## src/rtl/core/sct_ram.sv

```systemverilog
`default_nettype none

module sct_ram #(
	parameter int WIDTH = 16,
	parameter int DEPTH = 256
) (
	input  wire logic                     clk,
	input  wire logic                     we,
	input  wire logic [$clog2(DEPTH)-1:0] waddr,
	input  wire logic [WIDTH-1:0]         wdata,
	input  wire logic                     re,
	input  wire logic [$clog2(DEPTH)-1:0] raddr,
	output logic      [WIDTH-1:0]         rdata
);

	logic [WIDTH-1:0] mem_q [DEPTH];

	always_ff @(posedge clk) begin
		if (we) begin
			mem_q[waddr] <= wdata;
		end
		if (re) begin
			rdata <= mem_q[raddr];
		end
	end

endmodule

`default_nettype wire

```

## config.mk

```make
export PLATFORM = sky130hd
export DESIGN_NAME = sct_ram
export DESIGN_NICKNAME = d
export VERILOG_FILES = /design/src/rtl/core/sct_ram.sv
export SDC_FILE = /design/constraint.sdc
export NUM_CORES = 2
export LEC_CHECK = 0
export BUFFER_PORTS_ARGS = -buffer_cell sky130_fd_sc_hd__buf_2
export CAP_MARGIN = 10
export CORE_ASPECT_RATIO = 0.8
export CORE_MARGIN = 2
export CORE_UTILIZATION = 50
export DETAILED_ROUTE_END_ITERATION = 10
export MAX_ROUTING_LAYER = met4
export PLACE_DENSITY_LB_ADDON = 0.15
export SYNTH_ARGS = -nofsm -noshare
export SYNTH_HDL_FRONTEND = slang
export SYNTH_SLANG_ARGS = --single-unit
```

## constraint.sdc

```tcl
create_clock -name clk -period 4.37 [get_ports clk]
set_clock_uncertainty 0.15 [all_clocks]
set_input_delay 0.2185 -clock clk [delete_from_list [all_inputs] [get_ports clk]]
set_output_delay 0.2185 -clock clk [all_outputs]
set_load 0.02 [all_outputs]
```

==> run summary <==
WL/cell -> 34.3 µm
Max Slew Vio Count -> 0
DRT Pass-1 Iters -> 5
Synth cell types -> 51
Worst Path Max Fanout -> 40
Die Area -> 322000 µm²
Largest net degree at the start of global routing -> 139
Final ANT Viol Nets -> 0
Worst Hold Depth -> 4
Unrepaired setup endpoints after global routing -> false
Combinational power share -> 5.2%
Most used cell, CP -> buf_12
Initial drt markers -> 11761
DP HPWL -> 259000 µm
GPL Wtd Cong -> 0.903
CP top delay family -> compound AO/OA/AOI/OAI gates
Power density over the cells -> 452 nW/µm²
Row count -> 185
DR vias/cell -> 6.41
Worst-path clk slew -> 0.06 ns
Fillers -> 23159
Max frequency -> 290 MHz
CTS Buf Count -> 400
CTS Sinks -> 4112
Min Hold Slack -> 0.0886 ns
CP Launch Type -> primary input
Worst setup EP type -> register
Vias in the first global route -> 77344
Status -> finished clean
CORE AREA -> 317000 µm²
Min-delay src -> we
Tightest Pin Transition -> 1.29 ns
Pre-CTS setup slack -> -0.0217 ns
Final net count -> 8022
Placed instance count -> 11765
Layout area overhead -> 13.7%
Core Util, Final -> 57.0%
Worst Path Buf+Inv -> 4
Clk Latency, worst-skew pair -> 0.94 ns
Int Pwr -> 64200 µW
CTS tree -> built
Die height -> 508 µm
Root Driver -> clkbuf_16
Clock Tree Buf Depth -> 4
Final worst slack -> 0.919 ns
Worst path arrival time -> 4.03 ns
Mapped Cells -> 7360
Crit-path cells -> buf_12, buf_12, buf_12, buf_4, mux2i_1, o221ai_1, o22ai_1, a22oi_1, nand3_1, nor4_1
Slowest cell delay on critical path -> 0.54 ns
Seq/Total Area, Yosys -> 77.7%
Reg power frac -> 53.3%
Layout cells sized above 1 -> 26.6%
Sw power -> 17500 µW
Setup violators final -> 0
Final Hold Violating Endpoints -> 0
Yosys warns -> 0
Vias -> 80375
Reg2reg setup slack -> 0.92 ns
Post-synth net total -> 7395
Clock group share of total power -> 41.5%
I/O Pins -> 51
Worst path slowest cell -> a22oi_1
Post-synth EDFFs -> 4112
Initial Utilization -> 50.1%
Total GRT Usage -> 27.5%
Worst R2R Start -> mem_q[131][9]$_DFFE_PP_
Hold Path Class -> in -> reg
Netlist area before placement -> 159000 µm²
First-pass GRT wire length -> 603000 µm
Final Cycle Share -> 79.0%
Asr flop ratio synth -> 0%
DRC viols -> 0
Grt ovf -> 0
Slew margin rel. -> 13.4%
Final setup TNS -> 0 ns
CP Class -> in -> reg
Leakage -> 0.0575 µW
Final non-filler cell total -> 12531
H-tree Lvls -> 5
Fin crit period -> 3.45 ns
Post-Route WL -> 430000 µm
Worst IR Drop VDD -> 0.366 mV
Critical Path RT -> 4.95 ns
Worst-case reg-to-reg path depth -> 8
#FFs+latches synth -> 4112
Syn Area/Cell -> 21.6 µm²
# Max-Cap Violations -> 0
Die Wd -> 634 µm
Number of port buffers -> 50
Min-Delay Endpoint -> mem_q[4][0]$_DFFE_PP_
Ys flop type -> edfxtp_1
Initial antenna violation count -> 38
Switching share of power -> 21.4%
Reg-to-Reg End -> rdata[9]$_DFFE_PP_
area by class of cell:
class / instances / area (µm²) / share of cell area [%]
antenna: 17 / 42.5 / 0.0235
clock buffer: 492 / 10400 / 5.78
clock inverter: 230 / 2230 / 1.23
inverter: 4 / 27.5 / 0.0152
multi-input combinational: 2792 / 33100 / 18.3
sequential: 4112 / 123000 / 68.4
tap: 4207 / 5260 / 2.91
timing repair buffer: 677 / 6110 / 3.38
routing by layer:
| layer | global-route usage [%] | share of wire [%] | vias up | routed length, µm |
|---|---|---|---|---|
| met4 | 6.59 | 2.6 | 0 | 11200 |
| met5 | - | 0 | - | 0 |
| met3 | 5.04 | 10 | 572 | 43900 |
| li1 | - | - | 32602 | - |
| met2 | 39.2 | 45 | 4161 | 193000 |
| met1 | 41.4 | 42 | 43040 | 182000 |
sequential cells by signal, summed over array words and instances (netlist names):
| signal | cells |
|---|---|
| mem_q | 4096 |
| rdata | 16 |
metrics by stage:
| stage | cell area [µm²] | power [µW] |
|---|---|---|
| 3_3_place_gp | 168000 | 48500 |
| 2_1_floorplan | 159000 | 46500 |
| 3_5_place_dp | 168000 | 48600 |
| 4_1_cts | 181000 | 82100 |
| 5_1_grt | 181000 | 83800 |
| 6_report | 181000 | 81700 |
timing repair:
action                                  CTS  global route
setup endpoints to repair                 0             0
hold buffers                             26             0
endpoints found under the hold margin  2251             0
gates resized for setup                   0             0
setup buffers                             0             0
worst register-to-register path: stages (launching register included):
cell	delay, ns
edfxtp_1	0.38
mux4_2	0.47
mux2_2	0.27
a221oi_1	0.87
buf_4	0.24
o31ai_1	0.13
buf_4	0.19
o32ai_1	0.37
nor4_1	0.15
kinds of logic (layout without fill, tap and decap cells):
kind of cell / count (synthesis) / after routing / share of synthesized area [%]
simple gates: 556 / 556 / 1.57
flops: 4112 / 4112 / 77.7
mux: 1450 / 1450 / 15.5
buf+inv: 456 / 1403 / 1.69
compound gates: 786 / 786 / 3.53
other cells: 0 / 17 / 0
cells in the mapped netlist, drive strengths merged (43+ instances only):
cell type | count | area, µm²
nor3 | 92 | 460
mux2i | 565 | 5660
a22oi | 43 | 323
o221ai | 253 | 2220
clkbuf | 230 | 863
edfxtp | 4112 | 123000
mux2 | 88 | 991
buf | 222 | 1810
nor2 | 304 | 1140
mux4 | 797 | 17900
o22ai | 148 | 926
a21oi | 175 | 876
placed cells by master (no fill, tap or decap), types with 88 or more instances in the layout:
cell / count
a21oi_1: 175
buf_4: 530
clkbuf_1: 88
clkbuf_16: 404
clkinv_1: 90
edfxtp_1: 4112
mux2_2: 88
mux2i_1: 565
mux4_2: 797
nor2_1: 198
nor2_2: 105
nor3_1: 90
o221ai_1: 252
o22ai_1: 148
power by group through the flow:
stage / registers (µW) / clock network [µW] / logic (µW)
2_1_floorplan: 44400 / 0 / 2150
3_3_place_gp: 44400 / 0 / 4150
3_5_place_dp: 44400 / 0 / 4210
4_1_cts: 43600 / 34300 / 4240
5_1_grt: 43500 / 35800 / 4430
6_report: 43600 / 33900 / 4240
worst max-delay path by stage:
stage                            startpoint            endpoint  slack, ns  depth (start not counted)
CTS                 mem_q[131][9]$_DFFE_PP_  rdata[9]$_DFFE_PP_       0.88                          8
floorplan                          raddr[0]  rdata[4]$_DFFE_PP_       1.75                          8
global placement                   raddr[0]  rdata[9]$_DFFE_PP_      -0.05                         11
finish                             raddr[0]  rdata[6]$_DFFE_PP_       0.92                         10
detailed placement                 raddr[0]  rdata[9]$_DFFE_PP_      -0.02                         11
global route                       raddr[0]  rdata[6]$_DFFE_PP_       0.75                         10
Note: power is estimated with default switching activity, not from simulation.
