==> src/rtl/core/sct_pkg.sv <==
`default_nettype none

package sct_pkg;

	localparam int RES_W       = 16;
	localparam int DEPTH_OUT_W = 7;

	localparam logic [2:0] CMD_CALL   = 3'd0;
	localparam logic [2:0] CMD_RETURN = 3'd1;
	localparam logic [2:0] CMD_COUNT  = 3'd2;
	localparam logic [2:0] CMD_FLAG   = 3'd3;
	localparam logic [2:0] CMD_CLEAR  = 3'd4;

	localparam logic [1:0] ST_OK          = 2'd0;
	localparam logic [1:0] ST_TABLE_FULL  = 2'd1;
	localparam logic [1:0] ST_STACK_FULL  = 2'd2;
	localparam logic [1:0] ST_STACK_EMPTY = 2'd3;

	localparam logic [RES_W-1:0] SIZE_MAX = {RES_W{1'b1}};

	typedef struct packed {
		logic done;
		logic hit;
	} scan_stat_t;

endpackage

`default_nettype wire

==> src/rtl/core/sct_scan.sv <==
`default_nettype none

module sct_scan #(
	parameter int CNT_W = 9,
	parameter int IDX_W = 8,
	parameter int AW    = 16
) (
	input  wire logic                clk,
	input  wire logic                arst_n,
	input  wire logic                go,
	input  wire logic [CNT_W-1:0]    count,
	input  wire logic [AW-1:0]       key,
	input  wire logic [AW-1:0]       rdata,
	output logic                     rd_en,
	output logic      [IDX_W-1:0]    rd_addr,
	output sct_pkg::scan_stat_t      stat
);

	logic             active_q;
	logic             pend_q;
	logic [CNT_W-1:0] idx_q;
	logic             hit_now;
	logic             more;

	assign hit_now   = pend_q && (rdata == key);
	assign more      = (idx_q != count);
	assign stat.hit  = hit_now;
	assign stat.done = active_q && (hit_now || !more);
	assign rd_en     = active_q && !hit_now && more;
	assign rd_addr   = idx_q[IDX_W-1:0];

	always_ff @(posedge clk or negedge arst_n) begin
		if (!arst_n) begin
			active_q <= 1'b0;
			pend_q   <= 1'b0;
			idx_q    <= '0;
		end else if (go) begin
			active_q <= 1'b1;
			pend_q   <= 1'b0;
			idx_q    <= '0;
		end else if (active_q) begin
			if (stat.done) begin
				active_q <= 1'b0;
			end
			pend_q <= rd_en;
			if (rd_en) begin
				idx_q <= idx_q + 1'b1;
			end
		end
	end

endmodule

`default_nettype wire

==> config.mk <==
export PLATFORM = sky130hd
export DESIGN_NAME = sct_scan
export DESIGN_NICKNAME = d
export VERILOG_FILES = /design/src/rtl/core/sct_pkg.sv /design/src/rtl/core/sct_scan.sv
export SDC_FILE = /design/constraint.sdc
export NUM_CORES = 1
export LEC_CHECK = 0
export ABC_CLOCK_PERIOD_IN_PS = 2300
export BUFFER_PORTS_ARGS = -buffer_cell sky130_fd_sc_hd__buf_2
export CAP_MARGIN = 20
export CORE_MARGIN = 2
export CORE_UTILIZATION = 40
export CTS_BUF_LIST = sky130_fd_sc_hd__clkbuf_8
export CTS_CLUSTER_SIZE = 10
export DETAILED_ROUTE_END_ITERATION = 7
export PLACE_DENSITY = 0.78
export SLEW_MARGIN = 0
export SYNTH_ARGS = -nofsm -noshare
export SYNTH_HDL_FRONTEND = slang
export SYNTH_SLANG_ARGS = --single-unit
==> constraint.sdc <==
create_clock -name clk -period 2.3 [get_ports clk]
set_input_delay 0 -clock clk [delete_from_list [all_inputs] [get_ports clk]]
set_output_delay 0 -clock clk [all_outputs]
set_load 0.05 [all_outputs]
==> metrics.yaml <==
postCtsSetupRepairBufs: 0
clockBufferDepth: 2
vias_per_cell: 5.212
skew_ps: 1.168
fin_crit_ps: 2044
hold_viol_final: 0
yosys.area_share.adder: 0.01344
drive_above_1_share: 0.4172
pwr-share-seq: 0.388
cts_root_buffer: "clkbuf_8"
final_common_cell: "buf_2"
rows: 17
pwr-share-comb: 0.242
yosysWarningCount: 0
die_x_um: 52.24
synthMuxAreaShare: 0.01075
synth_top_family_by_area: "XOR/XNOR gates"
reg2reg_depth: 6
slowest_stage: "dfrtp_1"
cts_htree_levels: 1
gp_congestion: 0.7869
finalSetupViolCount: 0
crit_buf_inv: 1
period_share: 0.8885
endpoint_kind: "output pin"
wl_per_cell_um: 12.31
timing.slew.headroom: 0.7002
startpoint_type: "register"
arrival_ps: 2040
tns_ps: 0
synth_seq_cells: 11
start_util: 0.4208
syn-num-nets: 147
rsz0062_at_grt: "no"
die_area_um2: 2729
crit_path_cell_trace: "xor2_1, nor3_1, nand3_1, o21ai_0, and2_1, buf_2"
crit_cells: 6
grt_max_degree: 12
sw_frac_of_total: 0.3055
grt_first_pass_wirelength_um: 3456
cts_resized: 0
final_cell_mix: "buf_2 (54), xor2_1 (28), dfrtp_1 (11), nor2_1 (7), o21ai_0 (7)"
synth-simple-area-share: 0.2016
path_clk_slew_ps: 50
port_buffers: 54
wirelength_um: 2203
grt_use_total: 0.1746
die_h_um: 52.24
fin_total_pwr_w: 0.0005401
min_path_type: "in2reg"
synth-seq-area-share: 0.2957
ioPinCount: 55
grt_pass1_vias: 907
synth.avg_cell_area_um2: 9.126
cp_data_required_time_ps: 2300
place_hpwl_um: 1766
synth-compound-area-share: 0.1210
cts_sinks: 11
crit_type: "reg2out"
route.detailed.drc: 0
dr.pass1.iters: 4
ant_nets: 0
via_count: 933
intPower_w: 0.0003751
cap_violations: 0
synth-xor-area-share: 0.2728
coreArea_um2: 2212
fmax_ghz: 0.4893
cts_buffers: 3
worstMarginPinSlew_ps: 446.3
syn_inst: 102
cts_tree: "yes"
antenna_found_initial: 0
powerDensity_nw_per_um2: 442.7
antenna_cells: 0
synthToLayoutAreaGrowth_pct: 31.05
grt.overflow.total: 0
p_clk_frac: 0.370
drv_slew: 0
p_sw_w: 0.0001650
crit_fanout: 6
final_nets: 197
p_leak_nw: 0.6184
drtIter0Drc: 11
synthDistinctLibCells: 25
clock_latency_ps: 250
min_path_cells: 2
status: "finished clean"
syn_area_um2: 930.9
cpPeakStageDelay_ps: 450
ir_drop_mv: 0.1901
crit_family: "simple AND/OR/NAND/NOR gates"
==> routing by layer <==
layer	vias up	routed length (µm)	GRT usage
met5	-	0	0
met4	0	66	0.1154
met2	47	1156	0.3291
li1	445	-	-
met1	434	809	0.1783
met3	7	170	0.02000
==> power groups by stage <==
stage | clock (W) | sequential, W | combinational, W
6_report | 0.000200 | 0.000210 | 0.000131
4_1_cts | 0.000203 | 0.000210 | 0.000132
2_1_floorplan | 0 | 0.000210 | 0.0000786
5_1_grt | 0.000213 | 0.000211 | 0.000142
3_5_place_dp | 0 | 0.000212 | 0.000131
3_3_place_gp | 0 | 0.000212 | 0.000126
==> registers in the layout, indices dropped and copies added, names as in the netlist <==
signal,flops
active_q,1
pend_q,1
idx_q,9
==> per-stage QoR <==
| step | hold WS [ps] | worst slack [ps] | utilization | instances | instance area, µm² |
|---|---|---|---|---|---|
| after floorplan | -295.6 | 661.3 | - | 102 | 930.9 |
| after global placement | -118.9 | 567.3 | 0.5266 | 174 | 1165 |
| after detailed placement | -112.9 | 480.4 | 0.5266 | 174 | 1165 |
| after CTS | 54.82 | 261.4 | 0.5515 | 179 | 1220 |
| after global routing | 75.34 | 187.7 | 0.5515 | 179 | 1220 |
| final | 58.15 | 256.5 | 0.5515 | 179 | 1220 |
==> cell type report <==
cell class              instances  area, µm²
inverters                       2      7.507
clock buffers                   3      41.29
flip-flops and latches         11      275.3
multi-input cells              79      576.8
fillers                       210      992.2
well taps                      28      35.03
repair buffers                 55      280.3
clock inverters                 1      3.754
==> cell usage after synthesis <==
master / n / area [µm²]
nor2_1: 7 / 26.28
and3_1: 1 / 6.260
mux2i_1: 1 / 10.01
or3_1: 4 / 25.02
buf_4: 9 / 67.56
xnor2_1: 1 / 8.760
dfrtp_1: 11 / 275.3
nor3_1: 2 / 10.01
and2_1: 1 / 6.260
a31oi_1: 3 / 18.77
clkbuf_1: 1 / 3.750
nand2b_1: 2 / 12.51
o211ai_4: 1 / 21.27
a21oi_1: 5 / 25.02
o21ai_0: 7 / 35.03
nand3_1: 5 / 25.02
ha_1: 1 / 12.51
nor4_2: 4 / 50.05
nand4_2: 1 / 12.51
o21ai_1: 1 / 5.000
nand2_1: 2 / 7.510
xor2_1: 28 / 245.2
nand4_1: 1 / 6.260
o211ai_1: 1 / 7.510
inv_1: 2 / 7.510
==> kinds of logic after synthesis <==
kind of cell / count (synthesis)
and+or+nand+nor: 30
xor gates and xnor gates: 29
AOI/OAI and AO/OA: 18
buffers and inverters: 12
DFF: 11
muxes: 1
adders and majority gates: 1
==> worst paths after layout <==
path | to | start | slack, ps
setup / recovery | stat[1] | idx_q[2] | 260
hold / removal | idx_q[8] | go | 60
setup reg to reg | idx_q[1] | idx_q[2] | 440
hold reg to reg | pend_q | pend_q | 550
max in group asynchronous | idx_q[6] | arst_n | 1950
min in group asynchronous | idx_q[8] | arst_n | 150
==> what timing repair did <==
action	CTS	global route
endpoints found under the setup margin	0	0
hold buffers	1	0
endpoints found under the hold margin	11	0
(Power assumes the default switching activity.)
